File: src/hdl/sdte_pkg.sv
// Shared constants, types and register codes of the stereo drive/tone effect.
package sdte_pkg;

   localparam int SAMPLE_W   = 24;
   localparam int CSR_IDX_W  = 3;
   localparam int CSR_DATA_W = 16;
   localparam int QUEUE_DEPTH = 2;

   // register indexes
   localparam logic [CSR_IDX_W-1:0] REG_MODE  = 3'd0;
   localparam logic [CSR_IDX_W-1:0] REG_GAIN  = 3'd1;
   localparam logic [CSR_IDX_W-1:0] REG_BIAS  = 3'd2;
   localparam logic [CSR_IDX_W-1:0] REG_LEVEL = 3'd3;
   localparam logic [CSR_IDX_W-1:0] REG_TONE  = 3'd4;

   // shaper modes
   localparam logic [1:0] MODE_TANH  = 2'd0;
   localparam logic [1:0] MODE_CUBIC = 2'd1;
   localparam logic [1:0] MODE_FOLD  = 2'd2;
   localparam logic [1:0] MODE_SPARE = 2'd3;

   // Q1.15 / Q3.13 control constants
   localparam logic [15:0] UNITY15    = 16'd32768;
   localparam logic [15:0] GAIN_RESET = 16'd8192;
   localparam logic [15:0] K_02       = 16'd6554;
   localparam logic [15:0] K_03       = 16'd9830;
   localparam logic [15:0] K_095      = 16'd31130;
   localparam logic signed [15:0] BIAS_MAX = 16'sd16384;
   localparam logic signed [15:0] BIAS_MIN = -16'sd16384;

   // sample domain constants, 23 fraction bits
   localparam logic signed [26:0] ONE      = 27'sd8388608;
   localparam logic signed [26:0] NEG_ONE  = -27'sd8388608;
   localparam logic signed [26:0] THREE    = 27'sd25165824;
   localparam logic signed [26:0] NEG_THREE = -27'sd25165824;
   localparam logic signed [26:0] T06      = 27'sd5033165;
   localparam logic signed [26:0] NEG_T06  = -27'sd5033165;
   localparam logic [29:0] TWENTY7_ONE = 30'd226492416;
   localparam logic [23:0] SAT_POS = 24'h7FFFFF;
   localparam logic [23:0] SAT_NEG = 24'h800000;

   typedef struct packed {
      logic [SAMPLE_W-1:0] left;
      logic [SAMPLE_W-1:0] right;
      logic                last;
   } item_type;

   typedef struct packed {
      logic [1:0]         mode;
      logic [15:0]        gain;
      logic signed [24:0] bq;
      logic [15:0]        level;
      logic [15:0]        tone;
      logic [15:0]        coef;
   } params_type;

   typedef struct packed {
      logic busy;
      logic pop;
   } back_status_type;

endpackage

File: src/hdl/sdte_if.sv
// Request and response channel interfaces.
interface sdte_req_if;
   logic               valid;
   logic               ready;
   logic signed [23:0] left_sample;
   logic signed [23:0] right_sample;
   logic               block_end;
   modport source (output valid, left_sample, right_sample, block_end, input ready);
   modport sink (input valid, left_sample, right_sample, block_end, output ready);
endinterface

interface sdte_rsp_if;
   logic               valid;
   logic               ready;
   logic signed [23:0] left_result;
   logic signed [23:0] right_result;
   logic               block_end_out;
   modport source (output valid, left_result, right_result, block_end_out, input ready);
   modport sink (input valid, left_result, right_result, block_end_out, output ready);
endinterface

File: src/hdl/stereo_drive_tone_effect.sv
// Top level of the stereo drive/tone effect: front, request queue and back end.
//
//   channel  dir  handshake          payload
//   req      in   valid/ready        left_sample, right_sample, block_end
//   rsp      out  valid/ready        left_result, right_result, block_end_out
//   csr      in   csr_we             csr_index, csr_wdata (write only)
//
// In the back end a stereo pair is two per-channel passes, left then right. In
// the tanh mode a pass within +/-3 also runs the 25-step radix-2 divider,
// which the cubic and foldback modes do not use.
// Reset is synchronous, active high; lowpass state and registers take their
// reset values. The two-entry queue keeps taking requests while
// the back end works, and a finished pair waits in the output register while
// the back end starts the next one if the response side stalls.
module stereo_drive_tone_effect (
   input  logic                            clock,
   input  logic                            reset,
   sdte_req_if.sink                        req,
   sdte_rsp_if.source                      rsp,
   input  logic                            csr_we,
   input  logic [sdte_pkg::CSR_IDX_W-1:0]  csr_index,
   input  logic [sdte_pkg::CSR_DATA_W-1:0] csr_wdata
);
   import sdte_pkg::*;

   logic            push;
   item_type        push_item;
   item_type        q_item;
   logic [1:0]      q_count;
   params_type      prm;
   back_status_type status;

   // intake and conditioned parameters
   sdte_front u_front (
      .clock     (clock),
      .reset     (reset),
      .req       (req),
      .csr_we    (csr_we),
      .csr_index (csr_index),
      .csr_wdata (csr_wdata),
      .q_count   (q_count),
      .push      (push),
      .push_item (push_item),
      .prm       (prm)
   );

   // decouples intake from the arithmetic
   sdte_queue u_queue (
      .clock     (clock),
      .reset     (reset),
      .push      (push),
      .push_item (push_item),
      .pop       (status.pop),
      .pop_item  (q_item),
      .count     (q_count)
   );

   // shaper, tone filter and output register
   sdte_back u_back (
      .clock   (clock),
      .reset   (reset),
      .prm     (prm),
      .q_item  (q_item),
      .q_valid (q_count != 2'd0),
      .status  (status),
      .rsp     (rsp)
   );

   // queue never holds more than its depth
   a_queue_bound: assert property (@(posedge clock) disable iff (reset)
      q_count != 2'd3)
      else $error("request queue overflow");

   // back end pops only a filled queue
   a_pop_nonempty: assert property (@(posedge clock) disable iff (reset)
      status.pop |-> q_count != 2'd0)
      else $error("pop from empty request queue");

   // a response appears only at the end of a back-end pass
   a_rsp_from_busy: assert property (@(posedge clock) disable iff (reset)
      $rose(rsp.valid) |-> $past(status.busy))
      else $error("response without work in progress");

endmodule

File: src/hdl/sdte_queue.sv
// Two-entry request queue between front and back.
module sdte_queue (
   input  logic              clock,
   input  logic              reset,
   input  logic              push,
   input  sdte_pkg::item_type push_item,
   input  logic              pop,
   output sdte_pkg::item_type pop_item,
   output logic [1:0]        count
);
   import sdte_pkg::*;

   item_type   mem_ff [QUEUE_DEPTH];
   logic       wr_ptr_ff, wr_ptr_in;
   logic       rd_ptr_ff, rd_ptr_in;
   logic [1:0] count_ff, count_in;

   always_comb begin
      wr_ptr_in = push ? ~wr_ptr_ff : wr_ptr_ff;
      rd_ptr_in = pop ? ~rd_ptr_ff : rd_ptr_ff;
      count_in  = count_ff;
      if (push && !pop) begin
         count_in = count_ff + 2'd1;
      end else if (pop && !push) begin
         count_in = count_ff - 2'd1;
      end
   end

   always_ff @(posedge clock) begin
      if (reset) begin
         wr_ptr_ff <= 1'b0;
         rd_ptr_ff <= 1'b0;
         count_ff  <= 2'd0;
      end else begin
         wr_ptr_ff <= wr_ptr_in;
         rd_ptr_ff <= rd_ptr_in;
         count_ff  <= count_in;
      end
   end

   always_ff @(posedge clock) begin
      if (push) begin
         mem_ff[wr_ptr_ff] <= push_item;
      end
   end

   assign pop_item = mem_ff[rd_ptr_ff];
   assign count    = count_ff;

endmodule

File: src/hdl/sdte_front.sv
// Front end: register file, parameter conditioning and request intake.
module sdte_front (
   input  logic                                clock,
   input  logic                                reset,
   sdte_req_if.sink                            req,
   input  logic                                csr_we,
   input  logic [sdte_pkg::CSR_IDX_W-1:0]      csr_index,
   input  logic [sdte_pkg::CSR_DATA_W-1:0]     csr_wdata,
   input  logic [1:0]                          q_count,
   output logic                                push,
   output sdte_pkg::item_type                  push_item,
   output sdte_pkg::params_type                prm
);
   import sdte_pkg::*;

   logic [1:0]  mode_ff, mode_in;
   logic [15:0] gain_ff, gain_in;
   logic [15:0] bias_ff, bias_in;
   logic [15:0] level_ff, level_in;
   logic [15:0] tone_ff, tone_in;
   params_type  prm_ff, prm_in;

   logic signed [15:0] bias_s;
   logic signed [15:0] bias_c;
   logic [15:0]        tone_c;
   logic [31:0]        tone_k;

   always_comb begin
      mode_in  = mode_ff;
      gain_in  = gain_ff;
      bias_in  = bias_ff;
      level_in = level_ff;
      tone_in  = tone_ff;
      if (csr_we) begin
         case (csr_index)
            REG_MODE:  mode_in  = csr_wdata[1:0];
            REG_GAIN:  gain_in  = csr_wdata;
            REG_BIAS:  bias_in  = csr_wdata;
            REG_LEVEL: level_in = csr_wdata;
            REG_TONE:  tone_in  = csr_wdata;
            default: ;
         endcase
      end
   end

   // clamp everything once, so the back end sees legal values only
   always_comb begin
      bias_s = bias_ff;
      if (bias_s > BIAS_MAX) begin
         bias_c = BIAS_MAX;
      end else if (bias_s < BIAS_MIN) begin
         bias_c = BIAS_MIN;
      end else begin
         bias_c = bias_s;
      end
      tone_c = (tone_ff > UNITY15) ? UNITY15 : tone_ff;
      tone_k = tone_c * K_095;

      prm_in.mode  = (mode_ff == MODE_SPARE) ? MODE_FOLD : mode_ff;
      prm_in.gain  = (gain_ff > UNITY15) ? UNITY15 : gain_ff;
      prm_in.bq    = {bias_c, 9'd0};
      prm_in.level = (level_ff > UNITY15) ? UNITY15 : level_ff;
      prm_in.tone  = tone_c;
      prm_in.coef  = UNITY15 - tone_k[30:15];
   end

   always_ff @(posedge clock) begin
      if (reset) begin
         mode_ff  <= MODE_TANH;
         gain_ff  <= GAIN_RESET;
         bias_ff  <= 16'd0;
         level_ff <= UNITY15;
         tone_ff  <= UNITY15;
      end else begin
         mode_ff  <= mode_in;
         gain_ff  <= gain_in;
         bias_ff  <= bias_in;
         level_ff <= level_in;
         tone_ff  <= tone_in;
      end
   end

   always_ff @(posedge clock) begin
      prm_ff <= prm_in;
   end

   assign req.ready      = (q_count != 2'(QUEUE_DEPTH));
   assign push           = req.valid && req.ready;
   assign push_item.left  = req.left_sample;
   assign push_item.right = req.right_sample;
   assign push_item.last  = req.block_end;
   assign prm            = prm_ff;

endmodule

File: src/hdl/sdte_back.sv
// Back end: per-channel sequencer over one shared multiplier and a radix-2 divider.
module sdte_back (
   input  logic                   clock,
   input  logic                   reset,
   input  sdte_pkg::params_type   prm,
   input  sdte_pkg::item_type     q_item,
   input  logic                   q_valid,
   output sdte_pkg::back_status_type status,
   sdte_rsp_if.source             rsp
);
   import sdte_pkg::*;

   localparam logic [4:0] ST_IDLE = 5'd0;
   localparam logic [4:0] ST_G0   = 5'd1;
   localparam logic [4:0] ST_G1   = 5'd2;
   localparam logic [4:0] ST_G2   = 5'd3;
   localparam logic [4:0] ST_T0   = 5'd4;
   localparam logic [4:0] ST_DV   = 5'd5;
   localparam logic [4:0] ST_T1   = 5'd6;
   localparam logic [4:0] ST_T2   = 5'd7;
   localparam logic [4:0] ST_B0   = 5'd8;
   localparam logic [4:0] ST_B1   = 5'd9;
   localparam logic [4:0] ST_C0   = 5'd10;
   localparam logic [4:0] ST_C1   = 5'd11;
   localparam logic [4:0] ST_C2   = 5'd12;
   localparam logic [4:0] ST_H0   = 5'd13;
   localparam logic [4:0] ST_H1   = 5'd14;
   localparam logic [4:0] ST_F0   = 5'd15;
   localparam logic [4:0] ST_LP0  = 5'd16;
   localparam logic [4:0] ST_LP1  = 5'd17;
   localparam logic [4:0] ST_LP2  = 5'd18;
   localparam logic [4:0] ST_LP3  = 5'd19;
   localparam logic [4:0] ST_LP4  = 5'd20;
   localparam logic [4:0] ST_LP5  = 5'd21;
   localparam logic [4:0] ST_OUT  = 5'd22;
   localparam logic [4:0] QBITS_LAST = 5'd24;

   logic [4:0]         state_ff, state_in;
   logic               ch_ff, ch_in;
   logic [4:0]         cnt_ff, cnt_in;
   logic [23:0]        x_l_ff, x_l_in, x_r_ff, x_r_in;
   logic               last_ff, last_in;
   logic signed [26:0] g_ff, g_in, b_ff, b_in;
   logic signed [24:0] t_ff, t_in, h_ff, h_in, s_ff, s_in, y_ff, y_in;
   logic signed [55:0] acc_ff, acc_in, prod_ff;
   logic [28:0]        num_ff, num_in;
   logic [29:0]        den_ff, den_in;
   logic [30:0]        rem_ff, rem_in;
   logic [24:0]        q_ff, q_in;
   logic signed [24:0] llp_ff, llp_in, rlp_ff, rlp_in;
   logic [23:0]        res_l_ff, res_l_in;
   logic [23:0]        res_r_ff, res_r_in;
   logic               rsp_valid_ff, rsp_valid_in;
   logic [23:0]        rsp_l_ff, rsp_l_in, rsp_r_ff, rsp_r_in;
   logic               rsp_last_ff, rsp_last_in;

   logic signed [27:0] mul_a, mul_b;
   logic signed [55:0] sh13, sh15, sh23, sh24, ysum;
   logic [23:0]        x_cur;
   logic signed [24:0] st_cur, st_new;
   logic [26:0]        abs_g, x2;
   logic [29:0]        x2w;
   logic [30:0]        rem_diff;
   logic signed [28:0] cub_w;
   logic signed [25:0] lp_diff;
   logic [23:0]        sat;
   logic               pop;

   assign sh13 = prod_ff >>> 13;
   assign sh15 = prod_ff >>> 15;
   assign sh23 = prod_ff >>> 23;
   assign sh24 = prod_ff >>> 24;
   assign ysum = (acc_ff + prod_ff) >>> 15;

   always_ff @(posedge clock) begin
      prod_ff <= mul_a * mul_b;
   end

   always_comb begin
      x_cur    = ch_ff ? x_r_ff : x_l_ff;
      st_cur   = ch_ff ? rlp_ff : llp_ff;
      abs_g    = (g_ff < 0) ? 27'(-g_ff) : 27'(g_ff);
      x2       = sh23[26:0];
      x2w      = {3'd0, x2};
      rem_diff = rem_ff - {1'b0, den_ff};
      cub_w    = {{2{b_ff[26]}}, b_ff} + {b_ff[26], b_ff, 1'b0} - sh23[28:0];
      lp_diff  = {s_ff[24], s_ff} - {st_cur[24], st_cur};
      st_new   = st_cur + sh15[24:0];
      if (sh15 > 56'(ONE - 27'sd1)) begin
         sat = SAT_POS;
      end else if (sh15 < 56'(NEG_ONE)) begin
         sat = SAT_NEG;
      end else begin
         sat = sh15[23:0];
      end
   end

   always_comb begin
      state_in = state_ff;   ch_in = ch_ff;      cnt_in = cnt_ff;
      x_l_in = x_l_ff;       x_r_in = x_r_ff;    last_in = last_ff;
      g_in = g_ff;           b_in = b_ff;        t_in = t_ff;
      h_in = h_ff;           s_in = s_ff;        y_in = y_ff;
      acc_in = acc_ff;       num_in = num_ff;    den_in = den_ff;
      rem_in = rem_ff;       q_in = q_ff;        llp_in = llp_ff;
      rlp_in = rlp_ff;       res_l_in = res_l_ff; res_r_in = res_r_ff;
      rsp_valid_in = rsp_valid_ff;
      rsp_l_in = rsp_l_ff;   rsp_r_in = rsp_r_ff; rsp_last_in = rsp_last_ff;
      mul_a = '0;            mul_b = '0;         pop = 1'b0;

      if (rsp_valid_ff && rsp.ready) begin
         rsp_valid_in = 1'b0;
      end

      case (state_ff)
         ST_IDLE: begin
            if (q_valid) begin
               pop      = 1'b1;
               x_l_in   = q_item.left;
               x_r_in   = q_item.right;
               last_in  = q_item.last;
               ch_in    = 1'b0;
               state_in = ST_G0;
            end
         end
         ST_G0: begin
            mul_a    = {{4{x_cur[23]}}, x_cur};
            mul_b    = {12'd0, prm.gain};
            state_in = ST_G1;
         end
         ST_G1: begin
            g_in     = sh13[26:0];
            state_in = ST_G2;
         end
         ST_G2: begin
            if (prm.mode == MODE_TANH) begin
               if (g_ff > THREE) begin
                  s_in     = ONE[24:0];
                  state_in = ST_LP0;
               end else if (g_ff < NEG_THREE) begin
                  s_in     = NEG_ONE[24:0];
                  state_in = ST_LP0;
               end else begin
                  mul_a    = {1'b0, abs_g};
                  mul_b    = {1'b0, abs_g};
                  state_in = ST_T0;
               end
            end else begin
               mul_a    = {{3{prm.bq[24]}}, prm.bq};
               mul_b    = {12'd0, (prm.mode == MODE_CUBIC) ? K_02 : K_03};
               state_in = ST_B0;
            end
         end
         ST_T0: begin
            num_in   = 29'(TWENTY7_ONE + x2w);
            den_in   = TWENTY7_ONE + {x2w[26:0], 3'd0} + x2w;
            rem_in   = {2'd0, num_in};
            cnt_in   = QBITS_LAST;
            state_in = ST_DV;
         end
         ST_DV: begin
            // one quotient bit per cycle, MSB first
            if (rem_ff >= {1'b0, den_ff}) begin
               rem_in = {rem_diff[29:0], 1'b0};
               q_in   = {q_ff[23:0], 1'b1};
            end else begin
               rem_in = {rem_ff[29:0], 1'b0};
               q_in   = {q_ff[23:0], 1'b0};
            end
            if (cnt_ff == 5'd0) begin
               state_in = ST_T1;
            end else begin
               cnt_in = cnt_ff - 5'd1;
            end
         end
         ST_T1: begin
            mul_a    = {g_ff[26], g_ff};
            mul_b    = {3'd0, q_ff};
            state_in = ST_T2;
         end
         ST_T2: begin
            s_in     = sh24[24:0];
            state_in = ST_LP0;
         end
         ST_B0: begin
            b_in     = g_ff + sh15[26:0];
            state_in = ST_B1;
         end
         ST_B1: begin
            if (prm.mode == MODE_CUBIC) begin
               if (b_ff >= ONE) begin
                  s_in     = ONE[24:0];
                  state_in = ST_LP0;
               end else if (b_ff <= NEG_ONE) begin
                  s_in     = NEG_ONE[24:0];
                  state_in = ST_LP0;
               end else begin
                  mul_a    = {b_ff[26], b_ff};
                  mul_b    = {b_ff[26], b_ff};
                  state_in = ST_C0;
               end
            end else begin
               mul_a    = {b_ff[26], b_ff};
               mul_b    = {12'd0, prm.gain};
               state_in = ST_H0;
            end
         end
         ST_C0: begin
            t_in     = sh23[24:0];
            state_in = ST_C1;
         end
         ST_C1: begin
            mul_a    = {{3{t_ff[24]}}, t_ff};
            mul_b    = {b_ff[26], b_ff};
            state_in = ST_C2;
         end
         ST_C2: begin
            s_in     = cub_w[25:1];
            state_in = ST_LP0;
         end
         ST_H0: begin
            if (sh13 > 56'(ONE)) begin
               h_in = ONE[24:0];
            end else if (sh13 < 56'(NEG_ONE)) begin
               h_in = NEG_ONE[24:0];
            end else begin
               h_in = sh13[24:0];
            end
            state_in = ST_H1;
         end
         ST_H1: begin
            if (h_ff > 25'(T06)) begin
               mul_a    = {{3{h_ff[24]}}, h_ff - T06[24:0]};
               mul_b    = {12'd0, K_03};
               state_in = ST_F0;
            end else if (h_ff < 25'(NEG_T06)) begin
               mul_a    = {{3{h_ff[24]}}, h_ff + T06[24:0]};
               mul_b    = {12'd0, K_03};
               state_in = ST_F0;
            end else begin
               s_in     = h_ff;
               state_in = ST_LP0;
            end
         end
         ST_F0: begin
            s_in     = ((h_ff > 0) ? T06[24:0] : NEG_T06[24:0]) + sh15[24:0];
            state_in = ST_LP0;
         end
         ST_LP0: begin
            mul_a    = {{2{lp_diff[25]}}, lp_diff};
            mul_b    = {12'd0, prm.coef};
            state_in = ST_LP1;
         end
         ST_LP1: begin
            if (ch_ff) begin
               rlp_in = st_new;
            end else begin
               llp_in = st_new;
            end
            mul_a    = {{3{s_ff[24]}}, s_ff};
            mul_b    = {12'd0, prm.tone};
            state_in = ST_LP2;
         end
         ST_LP2: begin
            acc_in   = prod_ff;
            mul_a    = {{3{st_cur[24]}}, st_cur};
            mul_b    = {12'd0, UNITY15 - prm.tone};
            state_in = ST_LP3;
         end
         ST_LP3: begin
            y_in     = ysum[24:0];
            state_in = ST_LP4;
         end
         ST_LP4: begin
            mul_a    = {{3{y_ff[24]}}, y_ff};
            mul_b    = {12'd0, prm.level};
            state_in = ST_LP5;
         end
         ST_LP5: begin
            if (!ch_ff) begin
               res_l_in = sat;
               ch_in    = 1'b1;
               state_in = ST_G0;
            end else begin
               res_r_in = sat;
               state_in = ST_OUT;
            end
         end
         ST_OUT: begin
            if (!rsp_valid_ff || rsp.ready) begin
               rsp_valid_in = 1'b1;
               rsp_l_in     = res_l_ff;
               rsp_r_in     = res_r_ff;
               rsp_last_in  = last_ff;
               state_in     = ST_IDLE;
            end
         end
         default: state_in = ST_IDLE;
      endcase
   end

   always_ff @(posedge clock) begin
      if (reset) begin
         state_ff     <= ST_IDLE;
         ch_ff        <= 1'b0;
         cnt_ff       <= 5'd0;
         llp_ff       <= '0;
         rlp_ff       <= '0;
         rsp_valid_ff <= 1'b0;
      end else begin
         state_ff     <= state_in;
         ch_ff        <= ch_in;
         cnt_ff       <= cnt_in;
         llp_ff       <= llp_in;
         rlp_ff       <= rlp_in;
         rsp_valid_ff <= rsp_valid_in;
      end
   end

   always_ff @(posedge clock) begin
      x_l_ff <= x_l_in;   x_r_ff <= x_r_in;   last_ff <= last_in;
      g_ff <= g_in;       b_ff <= b_in;       t_ff <= t_in;
      h_ff <= h_in;       s_ff <= s_in;       y_ff <= y_in;
      acc_ff <= acc_in;   num_ff <= num_in;   den_ff <= den_in;
      rem_ff <= rem_in;   q_ff <= q_in;       res_l_ff <= res_l_in;
      res_r_ff <= res_r_in;
      rsp_l_ff <= rsp_l_in; rsp_r_ff <= rsp_r_in; rsp_last_ff <= rsp_last_in;
   end

   assign rsp.valid         = rsp_valid_ff;
   assign rsp.left_result   = rsp_l_ff;
   assign rsp.right_result  = rsp_r_ff;
   assign rsp.block_end_out = rsp_last_ff;
   assign status.busy       = (state_ff != ST_IDLE);
   assign status.pop        = pop;

endmodule
File: src/flat_wrapper.sv
// flat-port wrapper written by rule: the top's interface ports become plain ports
module stereo_drive_tone_effect_flat import sdte_pkg::*;
  (clock, reset, csr_we, csr_index, csr_wdata, req_valid, req_left_sample, req_right_sample, req_block_end, req_ready, rsp_valid, rsp_left_result, rsp_right_result, rsp_block_end_out, rsp_ready);
  sdte_req_if req_i ();
  sdte_rsp_if rsp_i ();
  input  logic clock;
  input  logic reset;
  input  logic csr_we;
  input  logic [sdte_pkg::CSR_IDX_W-1:0] csr_index;
  input  logic [sdte_pkg::CSR_DATA_W-1:0] csr_wdata;
  input wire logic [$bits(req_i.valid)-1:0] req_valid;
  input wire logic [$bits(req_i.left_sample)-1:0] req_left_sample;
  input wire logic [$bits(req_i.right_sample)-1:0] req_right_sample;
  input wire logic [$bits(req_i.block_end)-1:0] req_block_end;
  output wire logic [$bits(req_i.ready)-1:0] req_ready;
  output wire logic [$bits(rsp_i.valid)-1:0] rsp_valid;
  output wire logic [$bits(rsp_i.left_result)-1:0] rsp_left_result;
  output wire logic [$bits(rsp_i.right_result)-1:0] rsp_right_result;
  output wire logic [$bits(rsp_i.block_end_out)-1:0] rsp_block_end_out;
  input wire logic [$bits(rsp_i.ready)-1:0] rsp_ready;
  assign req_i.valid = req_valid;
  assign req_i.left_sample = req_left_sample;
  assign req_i.right_sample = req_right_sample;
  assign req_i.block_end = req_block_end;
  assign req_ready = req_i.ready;
  assign rsp_valid = rsp_i.valid;
  assign rsp_left_result = rsp_i.left_result;
  assign rsp_right_result = rsp_i.right_result;
  assign rsp_block_end_out = rsp_i.block_end_out;
  assign rsp_i.ready = rsp_ready;
  stereo_drive_tone_effect u_core (.clock(clock), .reset(reset), .req(req_i), .rsp(rsp_i), .csr_we(csr_we), .csr_index(csr_index), .csr_wdata(csr_wdata));
endmodule
File: config.mk
export PLATFORM = sky130hd
export DESIGN_NAME = stereo_drive_tone_effect_flat
export DESIGN_NICKNAME = d
export VERILOG_FILES = /design/src/hdl/sdte_pkg.sv /design/src/hdl/sdte_if.sv /design/src/hdl/stereo_drive_tone_effect.sv /design/src/hdl/sdte_queue.sv /design/src/hdl/sdte_front.sv /design/src/hdl/sdte_back.sv /design/src/flat_wrapper.sv
export SDC_FILE = /design/constraint.sdc
export NUM_CORES = 2
export LEC_CHECK = 0
export BUFFER_PORTS_ARGS = -buffer_cell sky130_fd_sc_hd__buf_2
export CORE_ASPECT_RATIO = 1.1
export CORE_UTILIZATION = 30
export CTS_CLUSTER_SIZE = 24
export DETAILED_ROUTE_END_ITERATION = 8
export PLACE_DENSITY = 0.41
export SLEW_MARGIN = 20
export SYNTH_ARGS = -nofsm -noshare
export SYNTH_HDL_FRONTEND = slang
export SYNTH_SLANG_ARGS = --single-unit
File: constraint.sdc
create_clock -name clock -period 13.36 [get_ports clock]
set_clock_uncertainty 0.2 [all_clocks]
set_input_delay 0 -clock clock [delete_from_list [all_inputs] [get_ports clock]]
set_output_delay 0 -clock clock [all_outputs]
set_load 0.005 [all_outputs]
Word level (Yosys, flattened, before mapping)

Memories as Yosys holds them, arrays and structs flattened. A register that Yosys moved wholly into a read port is not among the register bits.
Cells that the tools add are included.

Flip-flop bits (word level): 647
Bits in latches: 0
Bits in writable memories: 98
Bits in read-only memories: 0
Input bits: 73
Output and inout bits: 51
Logic and storage cells: 217
Memories kept: 1

$add $sub $neg: 19
Multipliers: 2
Divide/modulo/power cells: 0
Order comparisons: 18
Equal/unequal tests: 39
Shift-type cells: 0
Mux-type cells: 62
Bitwise gates (word level): 3
Reductions and logical operators: 35

Memories:

| memory                | words | bits a word | read ports | clocked after Yosys merged registers in | write ports | RTL line         | text |
|---|---|---|---|---|---|---|---|
| u_core.u_queue.mem_ff | 2     | 49          | 1          | 1                                       | 1           | sdte_queue.sv:13 | `item_type mem_ff [QUEUE_DEPTH];` |

Operators by type and width:

| operator                                             | count |
|---|---|
| case mux 28 bit (10 select lines)                    | 2 |
| two-way mux 25 bit                                   | 11 |
| two-way mux 28 bit                                   | 8 |
| case mux 25 bit (6 select lines)                     | 1 |
| case mux 5 bit (21 select lines)                     | 1 |
| two-way mux 27 bit                                   | 3 |
| two-way mux 24 bit                                   | 3 |
| two-way mux 5 bit                                    | 13 |
| > comparator 16 bit, second input constant           | 4 |
| case mux 31 bit (2 select lines)                     | 1 |
| multiplier 28 x 28 -> 56 bit                         | 1 |
| adder 25 bit                                         | 2 |
| > comparator 43 x 25 -> 1 bit, second input constant | 1 |
| < comparator 43 x 24 -> 1 bit, second input constant | 1 |
| two-way mux 14 bit                                   | 3 |
| > comparator 41 x 24 -> 1 bit, second input constant | 1 |
| < comparator 41 x 24 -> 1 bit, second input constant | 1 |
| adder 40 bit                                         | 1 |
| == test 5 x 4 -> 1 bit, second input constant        | 8 |
| == test 5 bit, second input constant                 | 7 |
| two-way mux 16 bit                                   | 2 |
| subtractor 16 bit, first input constant              | 2 |
| greater-or-equal comparator 31 x 30 -> 1 bit         | 1 |
| two-way mux 31 bit                                   | 1 |
| other kinds (52)                                     | 99 |

Depth between registers and ports, before layout

Depth after elaboration: 7
Depth in mapped cells: 43
Mapped depth without buffers: 38

Cells and area by module

A second synthesis with hierarchy kept.

Cells, all modules: 7,815
Area total of the unflattened synthesis: 76,429.6 um^2

By module, submodules not included:

| module                   | times used | cells each | area an instance (um^2) | seq. area each (um^2) |
|---|---|---|---|---|
| sdte_back                | 1          | 6,570      | 62,886.6                | 15,154.5 |
| sdte_front               | 1          | 1,072      | 9,760.6                 | 2,962.8 |
| sdte_queue               | 1          | 172        | 3,776.1                 | 3,042.9 |
| stereo_drive_tone_effect | 1          | 1          | 6.3                     | 0.0 |

Worst setup path before layout

OpenSTA, ideal clock, no wires.

Path kind: flip-flop to flip-flop
Start: register u_core.u_back.ch_ff
End: register u_core.u_back.prod_ff[54]
Arrival: 11,166 ps
Required time: 13,088 ps
Setup slack: 1,922 ps
Cell stages (with the launch flop): 41
Path buffers: 5
Clock period less this slack: 11,438 ps
Cell sequence: dfxtp_1 > clkbuf_1 > buf_2 > buf_1 > clkbuf_1 > mux2_2 > ha_1 > fa_1 > nor2b_1 > o21a_1 > o21a_1 > o211ai_1 > a21oi_1 > o21a_1 > nor2_1 > xnor2_1 > a2111oi_2 > buf_2 > [5 not listed] > fa_1 > inv_1 > fa_1 > inv_1 > fa_1 > inv_1 > fa_1 > ha_1 > ha_1 > and2_1 > a31oi_1 > o31a_1 > a21oi_1 > o22ai_1 > o31ai_1 > a31oi_1 > o41ai_1 > xnor2_1

Longest elaborated chain between the ends: 4
Elaborated cells between the ends (all ways): 5
Those cells by class: add/sub (1); mul (1); mux (3)

Ends and longest elaborated chain:

| element                             | RTL line         | text |
|---|---|---|
| start: declaration                  | sdte_back.sv:39  | `logic ch_ff, ch_in;` |
| start signal: assignment            | sdte_back.sv:311 | `ch_ff <= ch_in;` |
| two-way mux 25 bit                  | sdte_back.sv:81  | `st_cur = ch_ff ? rlp_ff : llp_ff;` |
| subtractor 25 x 25 -> 26 bit        | sdte_back.sv:87  | `lp_diff = {s_ff[24], s_ff} - {st_cur[24], st_cur};` |
| case mux 28 bit (10 select lines) * | sdte_back.sv:114 | `case (state_ff)` |
| multiplier 28 x 28 -> 56 bit *      | sdte_back.sv:76  | `prod_ff <= mul_a * mul_b;` |
| end signal: assignment              | sdte_back.sv:76  |  |
| end: declaration                    | sdte_back.sv:45  | `logic signed [55:0] acc_ff, acc_in, prod_ff;` |

Every way passes the cells marked *; elsewhere a longest branch is shown, timed or not.
A chain may end at the register's enable or synchronous reset.

Worst setup path after layout

Start: register u_core.u_back.h_ff[3]
End: register u_core.u_back.prod_ff[54]

Longest elaborated chain between the ends: 5
Elaborated cells between the ends (all ways): 11
Those cells by class: add/sub (2); mul (1); order compare (2); mux (6)

Ends and longest elaborated chain:

| element                                                                         | RTL line                           | text |
|---|---|---|
| start: declaration                                                              | sdte_back.sv:44                    | `logic signed [24:0] t_ff, t_in, h_ff, h_in, s_ff, s_in, y_ff, y_in;` |
| start signal: assignment                                                        | sdte_back.sv:322                   | `h_ff <= h_in; s_ff <= s_in; y_ff <= y_in;` |
| adder 25 x 23 -> 25 bit / < comparator 25 x 24 -> 1 bit (equally long branches) | sdte_back.sv:236, sdte_back.sv:235 |  |
| two-way mux 28 bit / two-way mux 14 bit (equally long branches)                 | sdte_back.sv:235                   | `end else if (h_ff < 25'(NEG_T06)) begin` |
| two-way mux 28 bit / two-way mux 14 bit (equally long branches)                 | sdte_back.sv:231                   | `if (h_ff > 25'(T06)) begin` |
| case mux 28 bit (10 select lines)                                               | sdte_back.sv:114                   |  |
| multiplier 28 x 28 -> 56 bit *                                                  | sdte_back.sv:76                    |  |

Marked as above.

==> impl_results.md <==
* Global-route wire length before repair at 429 mm
* Layout area overhead at 14.1%
* Worst min path class: in -> reg
* Pre-CTS setup slack at ~0.95 ns
* Most frequent CP cell: fa_1
* Seq/Total Area, Yosys at 0.280
* Critical-path top delay cell: o311a_1
* Clock tree sinks at 794
* # H-tree levels at 3
* Final min period at between 10 and 15 ns
* P per Cell Area at 131 mW/mm²
* CTS tree: yes
* Static Leak at 38.6 nW
* Worst hold endpoint: u_core.u_back.rsp.valid$_SDFF_PP0_
* Total wire length at 295 mm
* Total Neg Setup Slack at 0 ns
* Placer Congestion at between 0.9 and 1
* Via count at between 50000 and 60000
* FF-to-FF path depth at 38
* Crit share post-route at 0.950
* First DRT Iteration DRCs at 5121
* Worst-path clk slew at 0.07 ns
* Slew HR at 0.148
* Syn Inst Count at 7694
* Final setup viols at 0
* Least-Margin Pin Slew at 1.24 ns
* RSZ-0062 raised after global routing: no
* Syn avg cell area at 9.81 µm²
* Final Util at 0.345
* Root Driver: clkbuf_16
* Max-Cap Viols at 0
* Rows at 192
* Vias per inst at 5.14
* Worst Path Arrival at 13.18 ns
* GRT Overall Usage at 0.233
* Setup WS post-layout at between 0.6 and 0.7 ns
* Crit-path max FO at 16
* Commonest non-fill, non-tap cells in the layout: inv_1, fa_1, nor2_1
* Synth unique cells at just over 90
* EDFF count, synth at 524
* F_max at about 80 MHz
* Core ar. at 0.250 mm²
* Synth Warn # at 0
* Overall power at 11.3 mW
* Reg2reg end: u_core.u_back.prod_ff[54]$_DFF_P_
* Total CTS buffers at between 90 and 100
* Post-DP HPWL at 231 mm
* Initial core utilization at 0.303
* TritonRoute pass-1 iters at 9
* DRT antenna net count at 0
* Final Hold Fails at 0
* Largest net degree at the start of global routing at 71
* WL/cell at 26.0 µm
* GRT Residual Overflow at 0
* Syn Std Cell Area at roughly 0.076 mm²
* Startpoint types: register
* Nets at 9538
* Die W at approximately 480 µm
* CTS Buffer Depth at 3
* Status: completed
* Die Area at 0.254 mm²
* IO Count at between 100 and 150
* Final number of max-transition violations at 0
* Share of cells above drive strength 1 at 0.0918
* Dominant synthesized flop cell: edfxtp_1
* Initial antenna violation count at 12
* WP data required at ~14 ns
* R2R Setup Slk at approximately 0.67 ns
* Most common cell after layout, fill and taps aside: inv_1
* Vias in the first global route at 61000
* Slowest Stage Delay on Critical Path at a little under 0.8 ns
* Crit Path Category: reg -> reg
* Skew-Pair Late Insertion Delay at 0.77 ns
* Post-synth ARST share at 0
* Critical Path End Type: register
* PortBufs at 123
* Maximum vdd drop at 0.162 mV
* Hold path depth at 4
* Synthesized flop and latch total at 794
* Die Ht at 528 µm
* Critical R2R Launch: u_core.u_back.h_ff[3]$_SDFFCE_PP0P_
* DRC viols at 0
* Hold_sp: rsp_ready
## worst max-delay path by stage
stage / slack (ns) / startpoint / end
finish: 0.67 / u_core.u_back.h_ff[3]$_SDFFCE_PP0P_ / u_core.u_back.prod_ff[54]$_DFF_P_
global route: 0.16 / u_core.u_back.h_ff[3]$_SDFFCE_PP0P_ / u_core.u_back.prod_ff[54]$_DFF_P_
CTS: 0.88 / u_core.u_back.h_ff[3]$_SDFFCE_PP0P_ / u_core.u_back.prod_ff[55]$_DFF_P_
detailed placement: 0.95 / u_core.u_back.ch_ff$_SDFFE_PP0P_ / u_core.u_back.prod_ff[55]$_DFF_P_
global placement: 0.91 / u_core.u_back.ch_ff$_SDFFE_PP0P_ / u_core.u_back.prod_ff[54]$_DFF_P_
floorplan: 1.92 / u_core.u_back.ch_ff$_SDFFE_PP0P_ / u_core.u_back.prod_ff[54]$_DFF_P_
## what timing repair did
action,4_1_cts,5_1_grt
hold endpoints to repair,230,0
hold buffers,150,0
buffers inserted,0,0
setup endpoints to repair,0,0
resized for setup,0,0
## flip-flops by register name, summed over array words and instances (netlist names), 24 cells and up
| signal | cells |
|---|---|
| u_core.u_back.llp_ff | 25 |
| u_core.u_back.rsp.left_result | 24 |
| u_core.u_back.b_ff | 27 |
| u_core.u_back.res_r_ff | 24 |
| u_core.u_back.y_ff | 25 |
| u_core.u_back.rsp.right_result | 24 |
| u_core.u_back.den_ff | 30 |
| u_core.u_back.g_ff | 27 |
| u_core.u_back.x_l_ff | 24 |
| u_core.u_back.s_ff | 25 |
| u_core.u_back.prod_ff | 56 |
| u_core.u_back.rlp_ff | 25 |
| u_core.u_back.acc_ff | 40 |
| u_core.u_front.prm | 82 |
| u_core.u_queue.mem_ff | 98 |
| u_core.u_back.q_ff | 25 |
| u_core.u_back.t_ff | 25 |
| u_core.u_back.x_r_ff | 24 |
| u_core.u_back.res_l_ff | 24 |
| u_core.u_back.h_ff | 25 |
| u_core.u_back.rem_ff | 31 |
## logic make-up (layout without fill, tap and decap cells)
family	Yosys count	after routing	share of synthesized area
mux	155	155	0.0217
flops	794	794	0.280
buf+inv	1433	1808	0.0727
fa+ha+maj	1482	1482	0.339
xor+xnor	308	308	0.0357
compound gates	1286	1286	0.115
simple gates	2235	2235	0.136
other cells	1	8	0.0000497
## cells in the mapped netlist, types with 129 or more instances
library cell | count | area share
fa_1 | 939 | 0.25
nor2_1 | 768 | 0.038
a21oi_1 | 370 | 0.025
o21ai_0 | 236 | 0.016
ha_1 | 543 | 0.090
inv_1 | 1111 | 0.055
edfxtp_1 | 524 | 0.21
xnor2_1 | 190 | 0.022
clkbuf_1 | 241 | 0.012
nand2b_1 | 129 | 0.011
nand2_1 | 704 | 0.035
dfxtp_1 | 270 | 0.072
## worst max-delay path, delay by kind of cell, from the launching register on
kind / cells / cell delay (ns)
XOR/XNOR: 1 / 0.15
adder cells (fa/ha/maj): 10 / 4.69
buffers and inverters: 7 / 0.90
flip-flops: 1 / 0.57
AO/OA/AOI/OAI: 15 / 5.18
AND/OR/NAND/NOR: 5 / 0.83
## layout make-up
| cell class | instances | area, µm² |
|---|---|---|
| Sequential cell | 794 | 21100 |
| Multi-Input combinational cell | 5468 | 49200 |
| Timing Repair Buffer | 509 | 3930 |
| Inverter | 1111 | 4170 |
| Clock inverter | 58 | 736 |
| Fill cell | 25400 | 163000 |
| Antenna cell | 6 | 15.0 |
| Tap cell | 3298 | 4130 |
| Clock buffer | 130 | 2830 |
## metal layers
layer / routed length, µm / track usage
met1: 127000 / 0.306
met2: 137000 / 0.385
met3: 16500 / 0.0293
met4: 14100 / 0.0991
met5: 7 / 0
## power breakdown
part / switching, mW / internal, mW
combinational: 3.40 / 1.57
sequential: 0.222 / 3.15
clock: 1.22 / 1.72
## per-stage QoR
stage,cells,hold slack (ns),cell area (µm²)
3_5_place_dp,11000,-0.00820,81100
5_1_grt,11400,0.0782,86200
4_1_cts,11400,0.0150,86100
2_1_floorplan,7695,-0.101,75500
3_3_place_gp,11000,-0.0116,81100
6_report,11400,0.0704,86200
Power figures use the tool's default switching activity.
